File: config.mk
export PLATFORM = sky130hd
export DESIGN_NAME = length_prefixed_string_deframer_flat
export DESIGN_NICKNAME = d
export VERILOG_FILES = /design/src/lpsd_pkg.sv /design/src/lpsd_ifs.sv /design/src/length_prefixed_string_deframer.sv /design/src/lpsd_parser.sv /design/src/flat_wrapper.sv
export SDC_FILE = /design/constraint.sdc
export NUM_CORES = 1
export LEC_CHECK = 0
export ABC_AREA = 1
export BUFFER_PORTS_ARGS = -buffer_cell sky130_fd_sc_hd__buf_2
export CAP_MARGIN = 20
export CORE_UTILIZATION = 24
export CTS_CLUSTER_SIZE = 20
export DETAILED_ROUTE_END_ITERATION = 12
export MAX_ROUTING_LAYER = met4
export PLACE_DENSITY = 0.5
export SKIP_CTS_REPAIR_TIMING = 1
export SYNTH_ARGS = -nofsm -noshare
export SYNTH_HDL_FRONTEND = slang
export SYNTH_SLANG_ARGS = --single-unit
File: constraint.sdc
create_clock -name clk -period 3.52 [get_ports clk]
set_input_delay 0.528 -clock clk [delete_from_list [all_inputs] [get_ports clk]]
set_output_delay 0.528 -clock clk [all_outputs]
set_load 0.02 [all_outputs]
File: src/lpsd_pkg.sv
`timescale 1ns / 1ps
// ----------------------------------------------------------------------------
// lpsd_pkg
// Shared types and constants for the length-prefixed string deframer.
// ----------------------------------------------------------------------------
package lpsd_pkg;

  localparam int LEN_WIDTH   = 16;
  localparam int COUNT_WIDTH = 16;
  localparam int BYTE_WIDTH  = 8;
  localparam int SEL_WIDTH   = 16;
  localparam int OUT_COUNT_WIDTH = 16;

  // Header accumulator holds length * 10 + 9 without wrapping.
  localparam int ACC_WIDTH = LEN_WIDTH + 4;
  localparam int CMP_WIDTH = (COUNT_WIDTH > SEL_WIDTH) ? COUNT_WIDTH : SEL_WIDTH;
  localparam int SAT_WIDTH = (COUNT_WIDTH > OUT_COUNT_WIDTH) ? COUNT_WIDTH : OUT_COUNT_WIDTH;

  localparam logic [COUNT_WIDTH-1:0]     COUNT_MAX     = '1;
  localparam logic [OUT_COUNT_WIDTH-1:0] OUT_COUNT_MAX = '1;

  localparam logic [BYTE_WIDTH-1:0] CHAR_DOT = 8'h2E;
  localparam logic [BYTE_WIDTH-1:0] CHAR_0   = 8'h30;
  localparam logic [BYTE_WIDTH-1:0] CHAR_9   = 8'h39;
  localparam logic [3:0]            DEC_BASE = 4'd10;

  typedef struct packed {
    logic                       is_selected;
    logic                       selected_end;
    logic                       frame_legal;
    logic [OUT_COUNT_WIDTH-1:0] element_count;
  } parse_result_t;

endpackage

File: src/lpsd_ifs.sv
`timescale 1ns / 1ps
// ----------------------------------------------------------------------------
// lpsd channel interfaces
// Valid/ready channels for incoming frame bytes and for the marked results.
// ----------------------------------------------------------------------------
interface lpsd_in_if;
  logic                            valid;
  logic                            ready;
  logic [lpsd_pkg::BYTE_WIDTH-1:0] data_byte;
  logic                            frame_last;

  modport source(output valid, data_byte, frame_last, input ready);
  modport sink(input valid, data_byte, frame_last, output ready);
endinterface

interface lpsd_out_if;
  logic                                 valid;
  logic                                 ready;
  logic [lpsd_pkg::BYTE_WIDTH-1:0]      byte_out;
  logic                                 is_selected;
  logic                                 selected_end;
  logic                                 frame_end;
  logic                                 frame_legal;
  logic [lpsd_pkg::OUT_COUNT_WIDTH-1:0] element_count;

  modport source(output valid, byte_out, is_selected, selected_end, frame_end,
                 frame_legal, element_count, input ready);
  modport sink(input valid, byte_out, is_selected, selected_end, frame_end,
               frame_legal, element_count, output ready);
endinterface

File: src/length_prefixed_string_deframer.sv
`timescale 1ns / 1ps
// ----------------------------------------------------------------------------
// length_prefixed_string_deframer
// Marks payload bytes of one chosen element in a length-prefixed frame and
// reports frame legality and element count on the last byte.
// ----------------------------------------------------------------------------
// The block takes one byte per cycle while the output is not stalled and
// gives one result per byte. A byte accepted on the input lands in an input
// register. When the byte moves on, the parser updates its state and the
// result is loaded into the output register, from which it is offered.
// Throughput is one item per clock while the output is not stalled. While a
// finished result waits, the input takes at most one more byte into an empty
// input register and then holds ready low until the result is taken. Write
// selected_index only while no frame byte is in flight.

module length_prefixed_string_deframer (
  input  logic                              clk,
  input  logic                              rst,
  input  logic                              cfg_wr_en,
  input  logic [lpsd_pkg::SEL_WIDTH-1:0]    cfg_wr_data,
  lpsd_in_if.sink                           in_ch,
  lpsd_out_if.source                        out_ch
);

  logic [lpsd_pkg::SEL_WIDTH-1:0]  selected_index;

  logic                            s1_valid;
  logic [lpsd_pkg::BYTE_WIDTH-1:0] s1_byte;
  logic                            s1_last;
  logic                            advance;

  logic                            out_valid;
  logic [lpsd_pkg::BYTE_WIDTH-1:0] out_byte;
  logic                            out_last;
  lpsd_pkg::parse_result_t         out_result;
  lpsd_pkg::parse_result_t         step_result;

  assign advance      = s1_valid && (!out_valid || out_ch.ready);
  assign in_ch.ready  = !s1_valid || advance;

  always_ff @(posedge clk) begin
    if (rst) begin
      selected_index <= '0;
    end else if (cfg_wr_en) begin
      selected_index <= cfg_wr_data;
    end
  end

  always_ff @(posedge clk) begin
    if (rst) begin
      s1_valid <= 1'b0;
    end else if (in_ch.ready) begin
      s1_valid <= in_ch.valid;
    end
  end

  always_ff @(posedge clk) begin
    if (in_ch.valid && in_ch.ready) begin
      s1_byte <= in_ch.data_byte;
      s1_last <= in_ch.frame_last;
    end
  end

  lpsd_parser u_parser (
    .clk            (clk),
    .rst            (rst),
    .step           (advance),
    .data_byte      (s1_byte),
    .frame_last     (s1_last),
    .selected_index (selected_index),
    .result         (step_result)
  );

  always_ff @(posedge clk) begin
    if (rst) begin
      out_valid <= 1'b0;
    end else if (!out_valid || out_ch.ready) begin
      out_valid <= s1_valid;
    end
  end

  always_ff @(posedge clk) begin
    if (advance) begin
      out_byte   <= s1_byte;
      out_last   <= s1_last;
      out_result <= step_result;
    end
  end

  assign out_ch.valid         = out_valid;
  assign out_ch.byte_out      = out_byte;
  assign out_ch.is_selected   = out_result.is_selected;
  assign out_ch.selected_end  = out_result.selected_end;
  assign out_ch.frame_end     = out_last;
  assign out_ch.frame_legal   = out_result.frame_legal;
  assign out_ch.element_count = out_result.element_count;

endmodule

File: src/lpsd_parser.sv
`timescale 1ns / 1ps
// ----------------------------------------------------------------------------
// lpsd_parser
// Parse state and the one-byte update of header length, payload countdown
// and element count.
// ----------------------------------------------------------------------------
module lpsd_parser (
  input  logic                                clk,
  input  logic                                rst,
  input  logic                                step,
  input  logic [lpsd_pkg::BYTE_WIDTH-1:0]     data_byte,
  input  logic                                frame_last,
  input  logic [lpsd_pkg::SEL_WIDTH-1:0]      selected_index,
  output lpsd_pkg::parse_result_t             result
);

  typedef enum logic [1:0] {
    MODE_HEADER,
    MODE_PAYLOAD,
    MODE_ERROR
  } mode_t;

  mode_t                              parse_mode, parse_mode_next;
  logic [lpsd_pkg::LEN_WIDTH-1:0]     length_value, length_value_next;
  logic [lpsd_pkg::COUNT_WIDTH-1:0]   elements_done, elements_done_next;
  logic                               header_open, header_open_next;

  logic                               is_digit;
  logic [lpsd_pkg::ACC_WIDTH-1:0]     acc;
  logic [lpsd_pkg::BYTE_WIDTH-1:0]    digit_val;
  logic [lpsd_pkg::COUNT_WIDTH-1:0]   done_inc;
  logic [lpsd_pkg::LEN_WIDTH-1:0]     len_dec;
  logic                               sel_match;
  logic                               sel;
  logic                               sel_end;
  logic [lpsd_pkg::SAT_WIDTH-1:0]     cnt_ext;

  assign is_digit  = (data_byte >= lpsd_pkg::CHAR_0) && (data_byte <= lpsd_pkg::CHAR_9);
  assign digit_val = data_byte - lpsd_pkg::CHAR_0;
  assign acc = lpsd_pkg::ACC_WIDTH'(length_value) * lpsd_pkg::ACC_WIDTH'(lpsd_pkg::DEC_BASE)
             + lpsd_pkg::ACC_WIDTH'(digit_val[3:0]);
  assign done_inc = (elements_done != lpsd_pkg::COUNT_MAX) ?
                    elements_done + lpsd_pkg::COUNT_WIDTH'(1) : elements_done;
  assign len_dec = (length_value != '0) ?
                   length_value - lpsd_pkg::LEN_WIDTH'(1) : length_value;
  assign sel_match = lpsd_pkg::CMP_WIDTH'(elements_done) ==
                     lpsd_pkg::CMP_WIDTH'(selected_index);

  always_comb begin
    parse_mode_next    = parse_mode;
    length_value_next  = length_value;
    elements_done_next = elements_done;
    header_open_next   = header_open;
    sel                = 1'b0;
    sel_end            = 1'b0;
    case (parse_mode)
      MODE_HEADER: begin
        if (is_digit) begin
          // A length that no longer fits the counter ends parsing for the frame.
          if (acc[lpsd_pkg::ACC_WIDTH-1:lpsd_pkg::LEN_WIDTH] != '0) begin
            parse_mode_next = MODE_ERROR;
          end else begin
            length_value_next = acc[lpsd_pkg::LEN_WIDTH-1:0];
            header_open_next  = 1'b1;
          end
        end else if (data_byte == lpsd_pkg::CHAR_DOT) begin
          header_open_next = 1'b0;
          if (length_value == '0) begin
            elements_done_next = done_inc;
          end else begin
            parse_mode_next = MODE_PAYLOAD;
          end
        end else begin
          parse_mode_next = MODE_ERROR;
        end
      end
      MODE_PAYLOAD: begin
        sel               = sel_match;
        length_value_next = len_dec;
        if (len_dec == '0) begin
          sel_end            = sel_match;
          elements_done_next = done_inc;
          parse_mode_next    = MODE_HEADER;
        end
      end
      MODE_ERROR: begin
        parse_mode_next = MODE_ERROR;
      end
      default: begin
        parse_mode_next = MODE_ERROR;
      end
    endcase
  end

  assign cnt_ext = lpsd_pkg::SAT_WIDTH'(elements_done_next);

  always_comb begin
    result.is_selected  = sel;
    result.selected_end = sel_end;
    result.frame_legal  = frame_last && (parse_mode_next == MODE_HEADER) && !header_open_next;
    if (cnt_ext > lpsd_pkg::SAT_WIDTH'(lpsd_pkg::OUT_COUNT_MAX)) begin
      result.element_count = lpsd_pkg::OUT_COUNT_MAX;
    end else begin
      result.element_count = cnt_ext[lpsd_pkg::OUT_COUNT_WIDTH-1:0];
    end
  end

  always_ff @(posedge clk) begin
    if (rst) begin
      parse_mode    <= MODE_HEADER;
      length_value  <= '0;
      elements_done <= '0;
      header_open   <= 1'b0;
    end else if (step) begin
      // All parse state starts over after the last byte of a frame.
      if (frame_last) begin
        parse_mode    <= MODE_HEADER;
        length_value  <= '0;
        elements_done <= '0;
        header_open   <= 1'b0;
      end else begin
        parse_mode    <= parse_mode_next;
        length_value  <= length_value_next;
        elements_done <= elements_done_next;
        header_open   <= header_open_next;
      end
    end
  end

`ifndef SYNTHESIS
  a_payload_nonzero: assert property (@(posedge clk) disable iff (rst)
    parse_mode == MODE_PAYLOAD |-> length_value != '0)
    else $error("payload mode with no bytes remaining");

  a_frame_clears: assert property (@(posedge clk) disable iff (rst)
    step && frame_last |=> parse_mode == MODE_HEADER && length_value == '0 &&
                           elements_done == '0 && !header_open)
    else $error("parse state not cleared after frame end");

  a_error_sticks: assert property (@(posedge clk) disable iff (rst)
    step && !frame_last && parse_mode == MODE_ERROR |=> parse_mode == MODE_ERROR)
    else $error("left error mode inside a frame");

  a_end_is_selected: assert property (@(posedge clk) disable iff (rst)
    result.selected_end |-> result.is_selected && parse_mode == MODE_PAYLOAD)
    else $error("selected end on an unselected byte");

  a_error_freezes_count: assert property (@(posedge clk) disable iff (rst)
    step && !frame_last && parse_mode == MODE_ERROR |=> $stable(elements_done))
    else $error("element count moved in error mode");
`endif

endmodule

File: src/flat_wrapper.sv
// flat-port wrapper written by rule: the top's interface ports become plain ports
module length_prefixed_string_deframer_flat 
  (clk, rst, cfg_wr_en, cfg_wr_data, in_ch_valid, in_ch_data_byte, in_ch_frame_last, in_ch_ready, out_ch_valid, out_ch_byte_out, out_ch_is_selected, out_ch_selected_end, out_ch_frame_end, out_ch_frame_legal, out_ch_element_count, out_ch_ready);
  lpsd_in_if in_ch_i ();
  lpsd_out_if out_ch_i ();
  input  logic clk;
  input  logic rst;
  input  logic cfg_wr_en;
  input  logic [lpsd_pkg::SEL_WIDTH-1:0] cfg_wr_data;
  input wire logic [$bits(in_ch_i.valid)-1:0] in_ch_valid;
  input wire logic [$bits(in_ch_i.data_byte)-1:0] in_ch_data_byte;
  input wire logic [$bits(in_ch_i.frame_last)-1:0] in_ch_frame_last;
  output wire logic [$bits(in_ch_i.ready)-1:0] in_ch_ready;
  output wire logic [$bits(out_ch_i.valid)-1:0] out_ch_valid;
  output wire logic [$bits(out_ch_i.byte_out)-1:0] out_ch_byte_out;
  output wire logic [$bits(out_ch_i.is_selected)-1:0] out_ch_is_selected;
  output wire logic [$bits(out_ch_i.selected_end)-1:0] out_ch_selected_end;
  output wire logic [$bits(out_ch_i.frame_end)-1:0] out_ch_frame_end;
  output wire logic [$bits(out_ch_i.frame_legal)-1:0] out_ch_frame_legal;
  output wire logic [$bits(out_ch_i.element_count)-1:0] out_ch_element_count;
  input wire logic [$bits(out_ch_i.ready)-1:0] out_ch_ready;
  assign in_ch_i.valid = in_ch_valid;
  assign in_ch_i.data_byte = in_ch_data_byte;
  assign in_ch_i.frame_last = in_ch_frame_last;
  assign in_ch_ready = in_ch_i.ready;
  assign out_ch_valid = out_ch_i.valid;
  assign out_ch_byte_out = out_ch_i.byte_out;
  assign out_ch_is_selected = out_ch_i.is_selected;
  assign out_ch_selected_end = out_ch_i.selected_end;
  assign out_ch_frame_end = out_ch_i.frame_end;
  assign out_ch_frame_legal = out_ch_i.frame_legal;
  assign out_ch_element_count = out_ch_i.element_count;
  assign out_ch_i.ready = out_ch_ready;
  length_prefixed_string_deframer u_core (.clk(clk), .rst(rst), .cfg_wr_en(cfg_wr_en), .cfg_wr_data(cfg_wr_data), .in_ch(in_ch_i), .out_ch(out_ch_i));
endmodule
# Word level (Yosys, flattened, before mapping)

Cells that the tools add are included.

Flip-flop bits (word level): 90
Input port bits: 30
Output and inout port bits: 30
Word-level logic and storage cells: 72

Add/sub/neg operators: 4
$mul: 1
Order comparisons: 3
Equality and inequality tests: 6
Muxes and demuxes: 24
Reduce and logical (&&, ||, !) cells: 19

Operator list:

| kind                    | number |
|---|---|
| $mux W16                | 10 |
| $pmux W16 S2            | 2 |
| $logic_not A16 Y1       | 2 |
| $add A20 B4 Y20         | 1 |
| $mul A16 B3 Y19 const B | 1 |
| $add A16 B1 Y16 const B | 1 |
| $eq A16 B16 Y1          | 1 |
| $gt A16 B16 Y1 const B  | 1 |
| $ne A16 B16 Y1 const B  | 1 |
| $reduce_bool A16 Y1     | 1 |
| $sub A16 B1 Y16 const B | 1 |
| $mux W2                 | 6 |
| $eq A8 B6 Y1 const B    | 1 |
| $ge A8 B6 Y1 const B    | 1 |
| $le A8 B6 Y1 const B    | 1 |
| $ne A3 B2 Y1 const B    | 2 |
| $logic_and A1 B1 Y1     | 5 |
| $mux W1                 | 5 |
| $logic_not A2 Y1        | 2 |
| $pmux W2 S2             | 1 |
| $reduce_and A4 Y1       | 1 |
| $reduce_bool A4 Y1      | 1 |
| $sub A4 B1 Y4 const B   | 1 |
| $logic_not A1 Y1        | 3 |
| 4 further kinds         | 5 |

# Depth between registers and ports, before layout

Gate-level depths: netlist (run 1).

Depth after elaboration: 9
Gate-level depth with buffers: 26
Gate-level depth less buffers: 25

# Cells and area by module

Synthesis (run 1) repeated with hierarchy kept, for this count alone.

Cell total of the unflattened synthesis: 1022
Area total of the unflattened synthesis: 7066.8 µm²

By module, submodules not included:

| module                          | instances | cells each | area each (µm²) | sequential area each (µm²) |
|---|---|---|---|---|
| lpsd_parser                     | 1         | 903        | 5223.8          | 700.7 |
| length_prefixed_string_deframer | 1         | 119        | 1843.0          | 1471.4 |

# Worst setup path after synthesis (run 1)

OpenSTA, ideal clock, no wires.

Kind: register to register
Start point: register u_core.u_parser.length_value[1] (netlist name)
End point: register u_core.u_parser.length_value[15] (netlist name)
Library setup time: 0.119 ns
Data arrival time: 3.060 ns
Required time: 3.401 ns
Setup slack: 0.342 ns
Stages on the path, launching flop included: 22
Buffers on the path: 1
Period minus slack after synthesis: 3.178 ns
Path through: dfxtp_1 ha_1 ha_1 inv_1 fa_1 nor2_2 nand3_1 a21oi_2 nand3_4 nor2_4 nand3_2 nor2_4 nand3_1 nand2_1 nand2_2 nor2_4 nand3_2 nand2_2 buf_2 nand3_1 nand2_1 nor2_1

Word-level cells in the longest chain between the ends: 6
Elaborated cells on any way between the ends: 12
Classes of those cells: add/sub (2); mul (1); eq/ne (1); mux (5); reduce/logical (3)

Ends and longest elaborated chain:

| item                   | RTL line           | RTL |
|---|---|---|
| from (decl)            | lpsd_parser.sv:24  | `logic [lpsd_pkg::LEN_WIDTH-1:0] length_value, length_value_next;` |
| from (signal assigned) | lpsd_parser.sv:123 | `length_value <= length_value_next;` |
| $mul A16 B3 Y19        | lpsd_parser.sv:40  | `assign acc = lpsd_pkg::ACC_WIDTH'(length_value) * lpsd_pkg::ACC_WIDTH'(lpsd_pkg::DEC_BASE)` |
| $add A20 B4 Y20        | lpsd_parser.sv:41  | `+ lpsd_pkg::ACC_WIDTH'(digit_val[3:0]);` |
| $mux W16               | lpsd_parser.sv:60  | `if (acc[lpsd_pkg::ACC_WIDTH-1:lpsd_pkg::LEN_WIDTH] != '0) begin` |
| $mux W16               | lpsd_parser.sv:58  | `if (is_digit) begin` |
| $pmux W16 S2           | lpsd_parser.sv:56  | `case (parse_mode)` |
| $mux W16               | lpsd_parser.sv:116 | `if (frame_last) begin` |

Several ways; a longest one is shown, not always the timed one. The select of a mux whose other input is x is not followed.
A chain may end at the register's enable or synchronous reset.

==> flow_summary_export.csv, run 1 <==
group,metric,value,unit
critical_path,critPathCaptureType,"flip-flop",
timing,finalCritPeriodShare,95.1,%
floorplanning,rows,62,
placed_design,dp_hpwl,17200,microns
detailed_routing,wl_per_cell,14.5,microns
timing,max_freq,299,MHz
global_route,grt_pass1_vias,6832,
critical_path,cp_data_arrival_time,3550,ps
layout,final_cell_area,0.00841,sq mm
detailed_routing,viasPerCell,4.72,
power_and_ir_drop,powerDensity,369,mW/mm^2
critical_path,worstPathRequired,3730,ps
floorplanning,die-width,174,microns
clock_tree,clk_pin_slew,70,ps
detailed_routing,ant_nets,0,
layout,fillCellCount,3242,
power_and_ir_drop,p_leak,3.92,nW
critical_path,critPathKind,"reg2reg",
flow_run,maxCapViolCount,0,
global_route,grt_first_pass_wirelength,36300,microns
clock_tree,cts-root-buf,"clkbuf_16",
yosys,synth.area.top_cells,"nand2_1 (16%), edfxtp_1 (16%), dfxtp_1 (15%), nand3_1 (7.3%), inv_1 (6.4%)",
yosys,synth_edf_count,37,
layout,diodes,0,
power_and_ir_drop,power,3.10,mW
yosys,netlist_area,0.00709,sq mm
yosys,synthDistinctLibCells,47,
clock_tree,cts_max_level,3,
yosys,ys.flop_type,"dfxtp_1",
floorplanning,dieArea,0.0302,sq mm
placed_design,place_congestion,0.893,
yosys,synth_top_area_share,15.9,%
placed_design,postPlaceCellArea,0.00800,sq mm
clock_tree,insertion_delay,360,ps
global_route,grt_overflow,0,
timing,tightest_slew,541,ps
detailed_routing,drt-initial-drc-count,516,
timing,rsz0062_at_grt,"yes",
timing,finClkSkew,10.9,ps
floorplanning,dieHeight,174,microns
clock_tree,cts_tree,"yes",
clock_tree,clkSinkCount,90,
floorplanning,start_util,24.6,%
floorplanning,io_pins,60,
power_and_ir_drop,p_int,2.05,mW
clock_tree,cts_buffers,9,
power_and_ir_drop,clockPowerShare,35.1,%
yosys,synthesis.nets,1141,
power_and_ir_drop,pwr-share-seq,37.9,%
detailed_routing,vias,7273,
power_and_ir_drop,combPwrFrac,26.9,%
global_route,antenna_found_initial,0,
yosys,yosysWarnings,0,
timing,maxSlewHeadroom,63.7,%
global_route,grt_usage,15.5,%
layout,drive_gt1_share,15.7,%
global_route,grt_max_degree,34,
timing,final-setup-viol-count,0,
layout,syn_to_final_growth,18.6,%
layout,layout_common_cells,"nand2_1 (299), inv_1 (119), nor2_1 (116), nand3_1 (102), a21oi_1 (64)",
critical_path,start_kind,"flip-flop",
timing,min_period,3350,ps
yosys,synthCells,1076,
status,status,"completed",
placed_design,port_buffers,59,
detailed_routing,drc_errors,0,
clock_tree,cts.path.max_buffers,2,
yosys,yosys.area.top_type,"nand2_1",
yosys,avgSynthCellArea,6.59,sq um
timing,final-max-slew-violation-count,0,
yosys,postSynth.asyncResetShare,0,%
layout,seqCellArea,0.00217,sq mm
power_and_ir_drop,irDropWorstVdd,0.283,mV
layout,fin_nets,1217,
critical_path,crit_fanout,4,
floorplanning,core-area,0.0289,sq mm
layout,multi_input_area,0.00435,sq mm
layout,layout_commonest_cell,"nand2_1",
detailed_routing,wirelength,22300,microns
yosys,yosys_register_bits,90,
worst_hold_path,hold_path.class,"in2reg",
timing,hold_ws,344,ps
power_and_ir_drop,p_sw,1.06,mW
power_and_ir_drop,p_sw_share,34.0,%
detailed_routing,first_pass_iters,8,
timing,final-hold-violation-count,0,
yosys,yosysSeqAreaShare,30.6,%
state kept, by name (all words and copies together), names as in the netlist:
name / flops
u_core.out_ch.selected_end: 1
u_core.out_ch.frame_legal: 1
u_core.u_parser.length_value: 16
u_core.out_ch.element_count: 16
u_core.out_ch.valid: 1
u_core.out_ch.byte_out: 8
u_core.s1_byte: 8
u_core.u_parser.elements_done: 16
u_core.u_parser.header_open: 1
u_core.s1_valid: 1
u_core.out_ch.frame_end: 1
u_core.selected_index: 16
u_core.out_ch.is_selected: 1
u_core.u_parser.parse_mode: 2
u_core.s1_last: 1
synth_stat cells (11+ instances only):
master / count
nor2_1: 120
nand3_1: 103
o21ai_0: 47
inv_1: 120
xor2_1: 14
a21oi_1: 64
o211ai_1: 11
clkbuf_1: 20
nand4_1: 29
edfxtp_1: 37
dfxtp_1: 53
ha_1: 33
nand2_2: 13
nand2_1: 301
layer usage:
metal / track usage [%] / vias to the layer above / wire (microns)
met1: 21.6 / 3375 / 11400
met4: 3.87 / 0 / 252
met2: 23.5 / 162 / 9810
met3: 2.17 / 14 / 846
li1: - / 3722 / -
met5: - / - / 0
path summary, 6_finish.rpt:
path / start / endpoint / slack [ps] / cells after the start
worst min register to register: u_core.s1_byte[6]$_DFFE_PP_ / u_core.out_ch.byte_out[6]$_DFFE_PP_ / 450 / 0
worst min-delay path: in_ch_frame_last / u_core.s1_last$_DFFE_PP_ / 340 / 1
worst max-delay path: u_core.u_parser.length_value[1]$_SDFFE_PP0P_ / u_core.out_ch.frame_legal$_DFFE_PP_ / 170 / 19
worst max register to register: u_core.u_parser.length_value[1]$_SDFFE_PP0P_ / u_core.out_ch.frame_legal$_DFFE_PP_ / 170 / 19
through the flow:
| step | TNS, ps | utilization, % | cells | worst slack (ps) |
|---|---|---|---|---|
| global route | -69.8 | 29.1 | 1541 | -20.3 |
| CTS | 0 | 28.9 | 1540 | 79.6 |
| detailed placement | 0 | 27.7 | 1524 | 105 |
| finish | 0 | 29.1 | 1541 | 174 |
| floorplan | 0 | - | 1076 | 342 |
| global placement | 0 | 27.7 | 1524 | 190 |
area by class of cell:
class | count | share of cell area (%)
Clock buffer | 10 | 2.72
Clock inverter | 6 | 1.15
Inverter | 131 | 5.89
Multi-Input combinational cell | 827 | 51.7
Sequential cell | 90 | 25.9
Tap cell | 384 | 5.72
Timing Repair Buffer | 93 | 6.94
worst max-delay path: stages (launching register included):
cell and delay (ps):
dfxtp_1 330, ha_1 290, ha_1 210, inv_1 80, fa_2 470, nor2_4 110
nand3_2 100, a21oi_4 210, nand3_4 100, nor2_4 150, nand3_4 100, nor2_4 140
nand2_1 60, nand2_1 60, nand2_1 90, nor2_4 160, nand3_1 140, nand3_1 150
nand3_1 90, nor2_1 130
power by group through the flow:
stage	clock [mW]	sequential [mW]	combinational (mW)
2_1_floorplan	0	1.21	0.557
3_3_place_gp	0	1.20	0.816
3_5_place_dp	0	1.20	0.816
4_1_cts	1.12	1.18	0.820
5_1_grt	1.16	1.18	0.928
6_report	1.09	1.18	0.835
cell families (layout without fill, tap and decap cells):
logic type / after synthesis / after routing / share of synthesized area [%]
flops: 90 / 90 / 30.6
simple gates: 633 / 633 / 41.1
xor+xnor: 14 / 14 / 1.73
compound gates: 145 / 145 / 11.4
fa+ha+maj: 35 / 35 / 6.39
buf+inv: 159 / 240 / 8.76
No activity file was read; power rests on OpenSTA's default activity.
==> run 2: changes to the inputs <==
PLACE_DENSITY = 0.51   (was 0.5)
clock period = 2.9 ns   (was 3.52 ns; I/O delays follow)
==> run 2 against run 1 <==
Effect of this change:
- fmax up 7.5%
- register-to-register slack lost 390 ps
- largest power group unchanged
- core utilization up 3.2 points
- sequential share of layout area decreased by 2.3 points
- final area grew 11%
- clock power increased by 25%
- via count rose by 4.6%
- the flow now finishes with violations (setup timing)
==> flow_summary_export.csv, run 2 (synthesized netlist as in run 1, its figures left out) <==
group,metric,value,unit
layout,fin_cells,1628,
critical_path,cp_slowest_cell,"fa_2",
status,status,"complete, but fails checks",
worst_hold_path,min_to,"u_core.s1_last$_DFFE_PP_",
worst_hold_path,hold_depth,1,
clock_tree,cts.path.max_buffers,2,
detailed_routing,ant_nets,0,
floorplanning,die-width,174,microns
power_and_ir_drop,irDropWorstVdd,0.306,mV
timing,finalSetupTns,-3440,ps
timing,maxSlewHeadroom,54.7,%
global_route,grt_usage,16.2,%
detailed_routing,vias,7606,
layout,layout_commonest_cell,"nand2_1",
critical_path,r2r_end,"u_core.out_ch.frame_legal$_DFFE_PP_",
clock_tree,cts-root-buf,"clkbuf_16",
placed_design,postPlaceCellArea,0.00866,sq mm
power_and_ir_drop,power,4.01,mW
global_route,grt_first_pass_wirelength,37400,microns
timing,final-max-slew-violation-count,0,
global_route,antenna_found_initial,1,
timing,timing.final.ws_setup,-214,ps
layout,fillCellCount,3188,
power_and_ir_drop,powerDensity,430,mW/mm^2
critical_path,rr_startpoint,"u_core.u_parser.length_value[1]$_SDFFE_PP0P_",
timing,min_period,3110,ps
worst_hold_path,hold_path.class,"in2reg",
critical_path,r2r_cells,20,
timing,max_freq,321,MHz
layout,final_cell_area,0.00932,sq mm
critical_path,cpPeakStageDelay,460,ps
timing,tightest_slew,675,ps
critical_path,cp_data_arrival_time,3240,ps
global_route,grt_max_degree,34,
global_route,grt_overflow,0,
detailed_routing,first_pass_iters,6,
critical_path,path_cells,"ha_4, ha_4, inv_2, fa_2, nor2_4, nand3_2, a21oi_4, nand3_4, nor2_4, nand3_4, nor2_4, buf_4, nand4_1, nand2_2, nor2_4, buf_4, nand3_1, nand3_1, nand3_1, nor2_1",
detailed_routing,wirelength,23500,microns
clock_tree,cts_tree,"yes",
layout,fin_nets,1303,
critical_path,worst_path_most_repeated_cell,"nor2_4",
placed_design,port_buffers,59,
clock_tree,cts_buffers,9,
power_and_ir_drop,p_leak,4.36,nW
clock_tree,cts_max_level,3,
detailed_routing,drc_errors,0,
clock_tree,clkSinkCount,90,
floorplanning,rows,62,
floorplanning,dieArea,0.0302,sq mm
floorplanning,io_pins,60,
detailed_routing,drt-initial-drc-count,533,
placed_design,dp.cells,1608,
floorplanning,dieHeight,174,microns
layout,syn_to_final_growth,31.5,%
layout,layout_common_cells,"nand2_1 (284), inv_1 (118), buf_4 (118), nor2_1 (111), nand3_1 (92)",
status,violations,"setup timing",
layout,drive_gt1_share,26.1,%
timing,rsz0062_at_grt,"yes",
flow_run,maxCapViolCount,0,
critical_path,critPathCaptureType,"flip-flop",
detailed_routing,viasPerCell,4.67,
placed_design,place_congestion,0.927,
timing,hold_ws,249,ps
critical_path,start_kind,"flip-flop",
timing,finClkSkew,10.7,ps
floorplanning,start_util,24.6,%
clock_tree,clk_pin_slew,70,ps
critical_path,critPathKind,"reg2reg",
timing,final-hold-violation-count,0,
clock_tree,insertion_delay,360,ps
timing,final-setup-viol-count,19,
layout,final_util,32.3,%
worst_hold_path,hold_start,"in_ch_frame_last",
placed_design,dp_hpwl,18400,microns
timing,finalCritPeriodShare,107,%
detailed_routing,wl_per_cell,14.4,microns
placed_design,post-place-ws,-380,ps
critical_path,worstPathRequired,3030,ps
critical_path,ff2ff_setup_slack,-210,ps
floorplanning,core-area,0.0289,sq mm
critical_path,crit_fanout,3,
global_route,grt_pass1_vias,7187,
==> run 2: cell count changes in the layout (fill, tap and decap cells not counted), sizes merged <==
cell / change
clkinv: +2
clkbuf: +2
inv: -2
clkinvlp: -1
diode: +1
bufinv: -1
buf: +86
==> run 2: metal layers <==
metal / part of all wire (%) / wire, microns / up-vias / GRT usage [%]
met1: 50 / 11600 / 3470 / 21.6
li1: - / - / 3903 / -
met4: 2.6 / 621 / 0 / 6.03
met3: 4.9 / 1150 / 38 / 2.59
met5: 0 / 0 / - / -
met2: 43 / 10000 / 195 / 24.4
==> run 2: layout make-up <==
class | instances | area, sq um | share of cell area [%]
Clock inverter | 4 | 63.8 | 0.684
Clock buffer | 12 | 289 | 3.10
Sequential cell | 90 | 2190 | 23.5
Inverter | 131 | 495 | 5.31
Multi-Input combinational cell | 827 | 4580 | 49.1
Tap cell | 384 | 480 | 5.15
Timing Repair Buffer | 179 | 1220 | 13.1
Antenna cell | 1 | 2.50 | 0.0268
==> run 2: power by group <==
part	internal [mW]	leakage [nW]	switching (mW)
registers	1.38	0.792	0.0468
clock network	0.809	0.172	0.555
logic	0.482	3.39	0.736
==> run 2: critical path: cells and delay by family (launching register included) <==
kind,cells,cell delay (ps)
buffers and inverters,3,290
adders and majority gates,3,860
AOI/OAI and AO/OA,1,170
and+or+nand+nor,13,1210
DFF,1,350
==> run 2: worst max-delay path by stage <==
stage                     cells past startpoint  slack (ps)                                     startpoint                                            end
after floorplan                              21        -150   u_core.u_parser.length_value[1]$_SDFFE_PP0P_   u_core.u_parser.length_value[3]$_SDFFE_PP0P_
after global placement                       22        -410  u_core.u_parser.length_value[10]$_SDFFE_PP0P_   u_core.u_parser.length_value[3]$_SDFFE_PP0P_
after detailed placement                     21        -380   u_core.u_parser.length_value[3]$_SDFFE_PP0P_  u_core.u_parser.length_value[14]$_SDFFE_PP0P_
after CTS                                    22        -410  u_core.u_parser.length_value[10]$_SDFFE_PP0P_  u_core.u_parser.length_value[14]$_SDFFE_PP0P_
after global routing                         20        -400  u_core.u_parser.length_value[11]$_SDFFE_PP0P_  u_core.u_parser.length_value[15]$_SDFFE_PP0P_
final                                        20        -210   u_core.u_parser.length_value[1]$_SDFFE_PP0P_            u_core.out_ch.frame_legal$_DFFE_PP_
